### src/sv/brb_pkg.sv
// Shared types and constants of the byte ring buffer with peek.
package brb_pkg;

   localparam int DATA_W      = 8;
   localparam int LEN_W       = 7;
   localparam int CNT_W       = 13;
   localparam int REQ_TDATA_W = 16;
   localparam int REQ_TUSER_W = 3;
   localparam int RSP_TDATA_W = 24;
   localparam int RSP_TUSER_W = 2;
   localparam int CSR_IDX_W   = 1;
   localparam int CSR_DATA_W  = 13;
   localparam int SIZE_RESET  = 4096;

   typedef enum logic [1:0] {
      OP_WRITE = 2'd0,
      OP_READ  = 2'd1,
      OP_PEEK  = 2'd2
   } op_type;

   typedef enum logic [1:0] {
      ST_OK            = 2'd0,
      ST_READ_REFUSED  = 2'd1,
      ST_WRITE_REFUSED = 2'd2
   } status_type;

   typedef enum logic [CSR_IDX_W-1:0] {
      REG_BUFFER_SIZE = 1'd0,
      REG_OVERWRITE   = 1'd1
   } reg_index_type;

   // Metadata of one response, handed from the control to the output stage.
   typedef struct packed {
      logic             last;
      status_type       status;
      logic [CNT_W-1:0] fill;
      logic             from_ram;
   } rsp_meta_type;

endpackage

### src/sv/brb_rsp_stage.sv
// Response output register: holds one response until the sink takes it.
module brb_rsp_stage (
   input  logic                             clock,
   input  logic                             reset,
   input  logic                             load,
   input  brb_pkg::rsp_meta_type            meta,
   input  logic [brb_pkg::DATA_W-1:0]       ram_rdata,
   output logic                             free,
   output logic                             rsp_tvalid,
   input  logic                             rsp_tready,
   // rsp_tdata: data_out [7:0], fill_count [20:8], zero [23:21]
   output logic [brb_pkg::RSP_TDATA_W-1:0]  rsp_tdata,
   output logic                             rsp_tlast,
   // rsp_tuser: status [1:0]
   output logic [brb_pkg::RSP_TUSER_W-1:0]  rsp_tuser
);
   import brb_pkg::*;

   logic         valid_ff, valid_in;
   rsp_meta_type meta_ff;
   logic [DATA_W-1:0] data_out;

   assign free     = !valid_ff || rsp_tready;
   assign valid_in = load || (valid_ff && !rsp_tready);

   always_ff @(posedge clock) begin
      if (reset) begin
         valid_ff <= 1'b0;
      end else begin
         valid_ff <= valid_in;
      end
      if (load) begin
         meta_ff <= meta;
      end
   end

   // RAM read data holds while stalled, since no read issues until this slot frees
   assign data_out   = meta_ff.from_ram ? ram_rdata : '0;
   assign rsp_tvalid = valid_ff;
   assign rsp_tlast  = meta_ff.last;
   assign rsp_tuser  = RSP_TUSER_W'(meta_ff.status);
   assign rsp_tdata  = {(RSP_TDATA_W - CNT_W - DATA_W)'(0), meta_ff.fill, data_out};

endmodule

### config.mk
export PLATFORM = sky130hd
export DESIGN_NAME = brb_rsp_stage
export DESIGN_NICKNAME = d
export VERILOG_FILES = /design/src/sv/brb_pkg.sv /design/src/sv/brb_rsp_stage.sv
export SDC_FILE = /design/constraint.sdc
export NUM_CORES = 1
export LEC_CHECK = 0
export BUFFER_PORTS_ARGS = -buffer_cell sky130_fd_sc_hd__buf_2
export CORE_MARGIN = 2
export CORE_UTILIZATION = 38
export DETAILED_ROUTE_END_ITERATION = 7
export PLACE_DENSITY_LB_ADDON = 0.25
export SKIP_LAST_GASP = 1
export SLEW_MARGIN = 15
export SYNTH_ARGS = -nofsm -noshare
export SYNTH_HDL_FRONTEND = slang
export SYNTH_SLANG_ARGS = --single-unit
### constraint.sdc
create_clock -name clock -period 0.8 [get_ports clock]
set_input_delay 0.04 -clock clock [delete_from_list [all_inputs] [get_ports clock]]
set_output_delay 0.04 -clock clock [all_outputs]
set_load 0.1 [all_outputs]
==> results of run 1 <==
==> metal layers <==
layer / track usage / part of all wire / vias up
met5: 0 / 0 / -
met4: 0.0571 / 0.0036 / 0
met3: 0.0648 / 0.11 / 2
met2: 0.280 / 0.54 / 38
met1: 0.166 / 0.35 / 254
li1: - / - / 261
==> registers in the layout, summed over array words and instances, names as in the netlist <==
signal,flops
meta_ff,1
rsp_tdata,13
rsp_tlast,1
rsp_tuser,2
rsp_tvalid,1
==> Yosys cell counts (all sizes together) <==
cell type,count
conb,1
a21oi,1
buf,18
and2,8
edfxtp,17
nand2b,1
inv,1
dfxtp,1
==> worst max-delay path, cell delays in order (launching register included) <==
cell      delay [ps]
edfxtp_1         500
and2_4           200
buf_12           160
==> path summary, 6_finish.rpt <==
kind,from,endpoint
worst max-delay path,meta_ff[0],rsp_tdata[3]
worst min-delay path,rsp_tready,rsp_tvalid
worst max register to register,rsp_tvalid,rsp_tvalid
worst min register to register,rsp_tvalid,rsp_tvalid
==> area by class of cell <==
type | instances | share of cell area
Clock buffer | 4 | 0.0169
Timing Repair Buffer | 73 | 0.548
Tap cell | 27 | 0.0217
Inverter | 1 | 0.00242
Multi-Input combinational cell | 13 | 0.0668
Sequential cell | 18 | 0.344
==> per-stage QoR <==
stage	cell area (um2)	setup TNS, ps
finish	1550	-5410
floorplan	777	-571
global route	1550	-6710
detailed placement	1340	-632
CTS	1550	-5760
global placement	1340	-453
==> kinds of logic (layout without fill, tap and decap cells) <==
kind of cell / Yosys count / in the layout / synth area share
AO/OA/AOI/OAI: 1 / 1 / 0.0117
other: 1 / 3 / 0.00503
buffers and inverters: 19 / 78 / 0.186
flip-flops: 18 / 18 / 0.711
AND/OR/NAND/NOR: 9 / 9 / 0.0856
==> where the power goes <==
group | switching [W] | leakage, nW | internal [W] | total, W
registers | 0.0000651 | 0.175 | 0.00111 | 0.00118
clock network | 0.000256 | 0.0150 | 0.000193 | 0.000450
logic | 0.000880 | 0.491 | 0.000505 | 0.00139
total | 0.00120 | 0.682 | 0.00181 | 0.00301
==> repair_timing <==
item | in CTS | in global routing
endpoints found under the hold margin | 18 | 0
hold buffers | 18 | 0
buffers inserted | 1 | 0
resized for setup | 0 | 1
setup endpoints to repair | 26 | 27
pin swaps | 4 | 1
cloned | 0 | 0
==> flow_summary.yaml, run 1 <==
run_status:
  violations: "setup timing"
  outcome: "finished with violations"
sta:
  timing.hold.ws_ps: 152
  fmax_mhz: 855
  period_minus_slack_ps: 1170
  rsz0062_at_grt: "true"
  setup_ws_ps: -370
  finalSetupViolations: 26
  fin_worst_skew_ps: 0
  period_share: 1.46
  drv_slew: 0
  hold_viol: 0
drt:
  drc: 0
  num_vias: 555
  drt_wl_total_um: 1680
  first_pass_iters: 1
  wl_per_cell_um: 12.3
  ant_nets: 0
  via_per_inst: 4.08
  drtIter0Drc: 0
floorplanning:
  die_w_um: 48.3
  initial_core_util: 0.392
  rows: 16
  dieArea_um2: 2330
  core_um2: 1900
  die_y_um: 48.3
  io_pins: 58
logic_synthesis:
  ys_seq_elements: 18
  synth_cell_type_count: 8
  synth_area_per_cell_um2: 15.5
  yosys_warnings: 0
  ys_top_cells_by_area: "edfxtp_1 (68%), buf_4 (18%), and2_1 (6.7%)"
  synth_top_area_frac: 0.685
  ys_seq_area_frac: 0.711
  yosys.area.top_type: "edfxtp_1"
  syn_inst: 48
  synthesis.area_um2: 746
cells_and_area:
  regArea_um2: 534
  syn_to_final_growth_pct: 108
  final_net_count: 139
  final_cell_mix: "buf_2 (28), buf_12 (26), dlygate4sd3_1 (18)"
  instances_no_fill: 136
  multi_input_area_um2: 104
  fillers: 108
  drive_above_1_share: 0.633
  diodes: 0
  utilization: 0.817
  final_common_cell: "buf_2"
pwr:
  irDropWorstVdd_uv: 1610
  power-per-cell-area_nw_per_um2: 1940
  totalPowerFinal_w: 0.00301
  p_leak_nw: 0.682
placement:
  pre_cts_slack_ps: -90.7
  place_congestion: 0.645
  portBuffers: 54
  dp_hpwl_um: 1170
  placedCellCount: 113
min_path:
  hp-class: "in2reg"
  hold_depth: 4
clock_tree:
  cts_tree: "done"
  cts_root_buf: "clkbuf_4"
  h-tree-depth: 1
  clkLatencyLatePin_ps: 280
  cts_num_sinks: 18
  cts_made_buffers: 3
  clk_path_buf_depth: 2
  clkTransAtPathRegs_ps: 90
grt:
  grt-ovfl-total: 0
  grt_util_all_layers: 0.157
  grt_max_degree: 19
  antenna_found_initial: 0
  grt_pass1_vias: 597
  grt_pass1_wl_um: 2750
critical_path:
  r2r_setup_slack_ps: 30
  arrival_ps: 1130
  required_ps: 760
  reg2regPathDepth: 3
  crit_type: "reg2out"
  start_kind: "register"
  critPathMaxFanout: 8
  critPathCaptureType: "primary output"
run:
  cap_violations: 0
Note: power is estimated with default switching activity, not from simulation.
==> run 2, diff against run 1 <==
--- a/config.mk
+++ b/config.mk
@@ -6,6 +6,7 @@
 export NUM_CORES = 1
 export LEC_CHECK = 0
 export BUFFER_PORTS_ARGS = -buffer_cell sky130_fd_sc_hd__buf_2
+export CORE_ASPECT_RATIO = 0.9
 export CORE_MARGIN = 2
 export CORE_UTILIZATION = 38
 export DETAILED_ROUTE_END_ITERATION = 7
==> run 2 against run 1 <==
  * Die area about the same
  * Sequential share of layout area decreased by 0.46 points
  * Flip-flop and latch count unchanged
  * Register-to-register slack improved by 40 ps
  * Critical endpoint is now rsp_tdata[5]
  * Worst setup slack got worse by 27 ps
  * First-iteration DRC count increased by 7
  * The flow still finishes with violations (setup timing)
==> flow_summary.yaml, run 2 (synthesis gave the netlist of run 1 again) <==
cells_and_area:
  largest_reg_flops: 13
  drive_above_1_share: 0.640
  syn_to_final_growth_pct: 111
  final_common_cell: "buf_2"
  final_cell_mix: "buf_2 (28), buf_12 (27), dlygate4sd3_1 (18)"
  utilization: 0.839
  final_net_count: 141
  fin_area_um2: 1580
  diodes: 0
clock_tree:
  clkTransAtPathRegs_ps: 100
  cts_resized: 0
  clkLatencyLatePin_ps: 280
  clk_path_buf_depth: 2
  cts_made_buffers: 3
  h-tree-depth: 1
  cts_root_buf: "clkbuf_4"
  cts_tree: "done"
  cts_num_sinks: 18
floorplanning:
  die_y_um: 46.0
  core_um2: 1880
  rows: 15
  die_w_um: 50.7
  initial_core_util: 0.397
  dieArea_um2: 2330
  io_pins: 58
placement:
  place_congestion: 0.607
  pre_cts_slack_ps: -103
  portBuffers: 54
  dpl-instance-area_um2: 1360
sta:
  setup_ws_ps: -397
  fmax_mhz: 835
  rsz0062_at_grt: "true"
  finalSetupViolations: 26
  fin_worst_skew_ps: 0
  hold_viol: 0
  drv_slew: 0
  period_share: 1.50
  timing.hold.ws_ps: 114
  period_minus_slack_ps: 1200
pwr:
  seqPwrFrac: 0.388
  totalPowerFinal_w: 0.00304
  p_leak_nw: 0.695
  p_int_w: 0.00181
  irDropWorstVdd_uv: 1510
  power-per-cell-area_nw_per_um2: 1930
  combPwrFrac: 0.463
  p_sw_w: 0.00122
  sw_frac_of_total: 0.403
  clock_power_share: 0.149
min_path:
  hp-start: "rsp_tready"
  hp-class: "in2reg"
  hold_end: "rsp_tvalid"
  hold_depth: 4
grt:
  grt-ovfl-total: 0
  grt_pass1_vias: 640
  grt_pass1_wl_um: 2720
  antenna_found_initial: 0
  grt_util_all_layers: 0.168
  grt_max_degree: 14
critical_path:
  start_kind: "register"
  critPathCaptureType: "primary output"
  arrival_ps: 1160
  r2r-end: "rsp_tvalid"
  reg2regPathDepth: 3
  crit_type: "reg2out"
  r2r_setup_slack_ps: 70
  required_ps: 760
  critPathMaxFanout: 8
  reg2reg_from: "rsp_tvalid"
drt:
  drt_wl_total_um: 1800
  first_pass_iters: 3
  drc: 0
  drtIter0Drc: 7
  num_vias: 559
  via_per_inst: 4.11
  ant_nets: 0
  wl_per_cell_um: 13.2
run:
  cap_violations: 0
run_status:
  outcome: "finished with violations"
  violations: "setup timing"
-- run 2: timing repair --
item	4_1_cts	5_1_grt
pin swaps	4	0
setup buffers	0	1
hold buffers	18	0
endpoints found under the hold margin	18	0
setup endpoints to repair	26	26
-- run 2: power by group through the flow --
stage,clock (W),combinational [W],sequential (W)
floorplan,0,0.000866,0.00121
global placement,0,0.00132,0.00120
detailed placement,0,0.00133,0.00120
CTS,0.000447,0.00140,0.00118
global route,0.000511,0.00143,0.00119
finish,0.000454,0.00140,0.00118
-- run 2: area by class of cell --
cell class,instances,area [um2]
flip-flops and latches,18,534
fillers,98,302
repair buffers,75,876
clock inverters,1,3.75
multi-input cells,13,104
inverters,1,3.75
clock buffers,3,22.5
well taps,25,31.3
-- run 2: worst max-delay path by stage --
stage / slack (ps) / end / start / cells after the start
5_1_grt: -460 / rsp_tdata[7] / meta_ff[0] / 2
6_report: -400 / rsp_tdata[5] / meta_ff[0] / 2
2_1_floorplan: -220 / rsp_tvalid / rsp_tvalid / 2
4_1_cts: -400 / rsp_tdata[4] / meta_ff[0] / 2
3_5_place_dp: -100 / rsp_tdata[4] / meta_ff[0] / 2
3_3_place_gp: -70 / rsp_tdata[4] / meta_ff[0] / 2
-- run 2: worst max-delay path: stages, from the launching register on --
cell and delay, ps:
edfxtp_1 510, and2_4 200, buf_12 160
-- run 2: routing by layer --
metal / vias to the layer above / share of wire / global-route usage
met5: - / 0 / 0
met3: 4 / 0.091 / 0.0625
met4: 0 / 0.020 / 0.0973
met2: 36 / 0.58 / 0.332
li1: 265 / - / -
met1: 254 / 0.31 / 0.148
-- run 2: through the flow --
stage / TNS, ps / instances
after global placement: -475 / 113
after floorplan: -571 / 50
after global routing: -6780 / 136
final: -5650 / 136
after detailed placement: -716 / 113
after CTS: -5760 / 135
==> run 3, diff against run 2 <==
--- a/config.mk
+++ b/config.mk
@@ -5,10 +5,12 @@
 export SDC_FILE = /design/constraint.sdc
 export NUM_CORES = 1
 export LEC_CHECK = 0
+export ABC_AREA = 1
 export BUFFER_PORTS_ARGS = -buffer_cell sky130_fd_sc_hd__buf_2
 export CORE_ASPECT_RATIO = 0.9
 export CORE_MARGIN = 2
 export CORE_UTILIZATION = 38
+export CTS_CLUSTER_SIZE = 8
 export DETAILED_ROUTE_END_ITERATION = 7
 export PLACE_DENSITY_LB_ADDON = 0.25
 export SKIP_LAST_GASP = 1
==> run 3 against run 2 <==
  * The run still ends with setup timing left
  * Critical endpoint is now rsp_tdata[0]
  * Maximum frequency decreased by 2.3%
  * Largest power group unchanged
  * Via count increased by 7.9%
  * Combinational power increased by 4%
  * Critical path depth rose by 2
  * Final area up 4.1%
  * Worst hold slack worse by 29 ps
==> flow_summary.yaml, run 3 <==
floorplanning:
  dieArea_um2: 2350
  io_pins: 58
  rows: 15
  core_um2: 1900
  die_y_um: 46.2
  die_w_um: 50.9
  initial_core_util: 0.396
sta:
  finalSetupViolations: 26
  setup_ws_ps: -425
  fin_worst_skew_ps: 0
  period_share: 1.53
  rsz0062_at_grt: "true"
  drv_slew: 0
  final.setup.tns_ps: -5830
  hold_viol: 0
  period_minus_slack_ps: 1230
  fmax_mhz: 816
cells_and_area:
  final_net_count: 150
  drive_above_1_share: 0.650
  syn_to_final_growth_pct: 118
  diodes: 0
  final_cell_mix: "buf_2 (28), buf_12 (27), dlygate4sd3_1 (18)"
  largest_reg_flops: 13
  final_common_cell: "buf_2"
drt:
  ant_nets: 0
  num_vias: 603
  drc: 0
  via_per_inst: 4.16
  drt_wl_total_um: 2070
  wl_per_cell_um: 14.3
  first_pass_iters: 2
  drtIter0Drc: 6
critical_path:
  arrival_ps: 1190
  crit_type: "reg2out"
  critPathCaptureType: "primary output"
  cp_cell_sequence: "buf_6 -> nand2_2 -> clkinvlp_4 -> buf_12"
  max_stage_delay_ps: 390
  required_ps: 760
  start_kind: "register"
  cp_slowest_cell: "edfxtp_1"
  cp.buffers_inverters: 3
  critPathMaxFanout: 8
  critical_path.top_delay_family: "buffers and inverters"
placement:
  portBuffers: 54
  dp_hpwl_um: 1250
  place_congestion: 0.607
clock_tree:
  cts_num_sinks: 18
  postCtsSetupRepairBufs: 0
  clk_path_buf_depth: 2
  h-tree-depth: 1
  clkLatencyLatePin_ps: 280
  cts_root_buf: "clkbuf_4"
  clkTransAtPathRegs_ps: 100
  cts_tree: "done"
  cts_made_buffers: 3
pwr:
  power-per-cell-area_nw_per_um2: 1870
  totalPowerFinal_w: 0.00307
  irDropWorstVdd_uv: 1700
  p_leak_nw: 0.697
logic_synthesis:
  synth_area_per_cell_um2: 12.9
  ys_top_cells_by_count: "buf_4 (18), edfxtp_1 (17), inv_1 (10)"
  synth_cell_type_count: 8
  synth_edf_count: 17
  syn_inst: 58
  synth_ff_type: "edfxtp_1"
  synth_top_area_frac: 0.680
  ys_seq_area_frac: 0.707
  ys_top_cells_by_area: "edfxtp_1 (68%), buf_4 (18%), inv_1 (5.0%)"
  synthesis.area_um2: 751
  yosys.area.top_type: "edfxtp_1"
  ys_seq_elements: 18
  async_flop_share: 0
  synth_most_common_cell: "buf_4"
  yosys_warnings: 0
run_status:
  violations: "setup timing"
  outcome: "finished with violations"
grt:
  grt_max_degree: 12
  antenna_found_initial: 0
  grt_pass1_wl_um: 3190
  grt_pass1_vias: 680
  grt_util_all_layers: 0.195
  grt-ovfl-total: 0
min_path:
  hp-class: "in2reg"
run:
  cap_violations: 0
-- run 3: worst reg2reg max path, delay by kind of cell (launching register included) --
kind | cells | cell delay, ps
AOI/OAI and AO/OA | 1 | 130
DFF | 1 | 400
and+or+nand+nor | 1 | 60
-- run 3: logic make-up after synthesis --
logic type,after synthesis,synth area share
AOI/OAI and AO/OA,1,0.00666
buffers and inverters,29,0.237
DFF,18,0.707
other,1,0.00500
and+or+nand+nor,9,0.0450
-- run 3: area by class of cell --
cell class                 instances  area (um2)
timing repair buffer              75         880
fill                              95         255
tap                               25        31.3
sequential                        18         534
clock inverter                     1        3.75
inverter                          10        67.6
multi-input combinational         13         101
clock buffer                       3        22.5
-- run 3: final timing paths --
path,from,to,slack [ps],depth (start not counted)
hold / removal,rsp_tready,rsp_tvalid,90,4
setup / recovery,meta_ff[0],rsp_tdata[0],-430,4
setup reg to reg,rsp_tvalid,rsp_tvalid,130,2
hold reg to reg,rsp_tvalid,rsp_tvalid,530,2
-- run 3: metrics by stage --
step / area, um2 / hold WS [ps] / util / cells / worst slack [ps]
after floorplan: 840 / 99.4 / - / 60 / -223
after global placement: 1420 / 186 / 0.749 / 123 / -101
after detailed placement: 1420 / 191 / 0.749 / 123 / -117
after CTS: 1630 / 68.7 / 0.860 / 145 / -425
after global routing: 1640 / 97.2 / 0.865 / 145 / -474
final: 1640 / 85.9 / 0.865 / 145 / -425
-- run 3: per-layer routing --
metal	wire (um)	vias to the layer above	GRT usage
met2	1170	37	0.376
met3	240	4	0.0974
met4	45	0	0.0595
met1	607	279	0.183
met5	0	-	0
li1	-	283	-
-- run 3: repair_timing --
item | 4_1_cts | 5_1_grt
endpoints found under the setup margin | 26 | 26
pin swaps | 1 | 1
hold buffers | 18 | 0
endpoints found under the hold margin | 18 | 0
gates resized for setup | 1 | 2
-- run 3: power by group --
group          internal [W]  switching (W)
registers           0.00111      0.0000631
clock network      0.000181       0.000261
logic              0.000512       0.000936
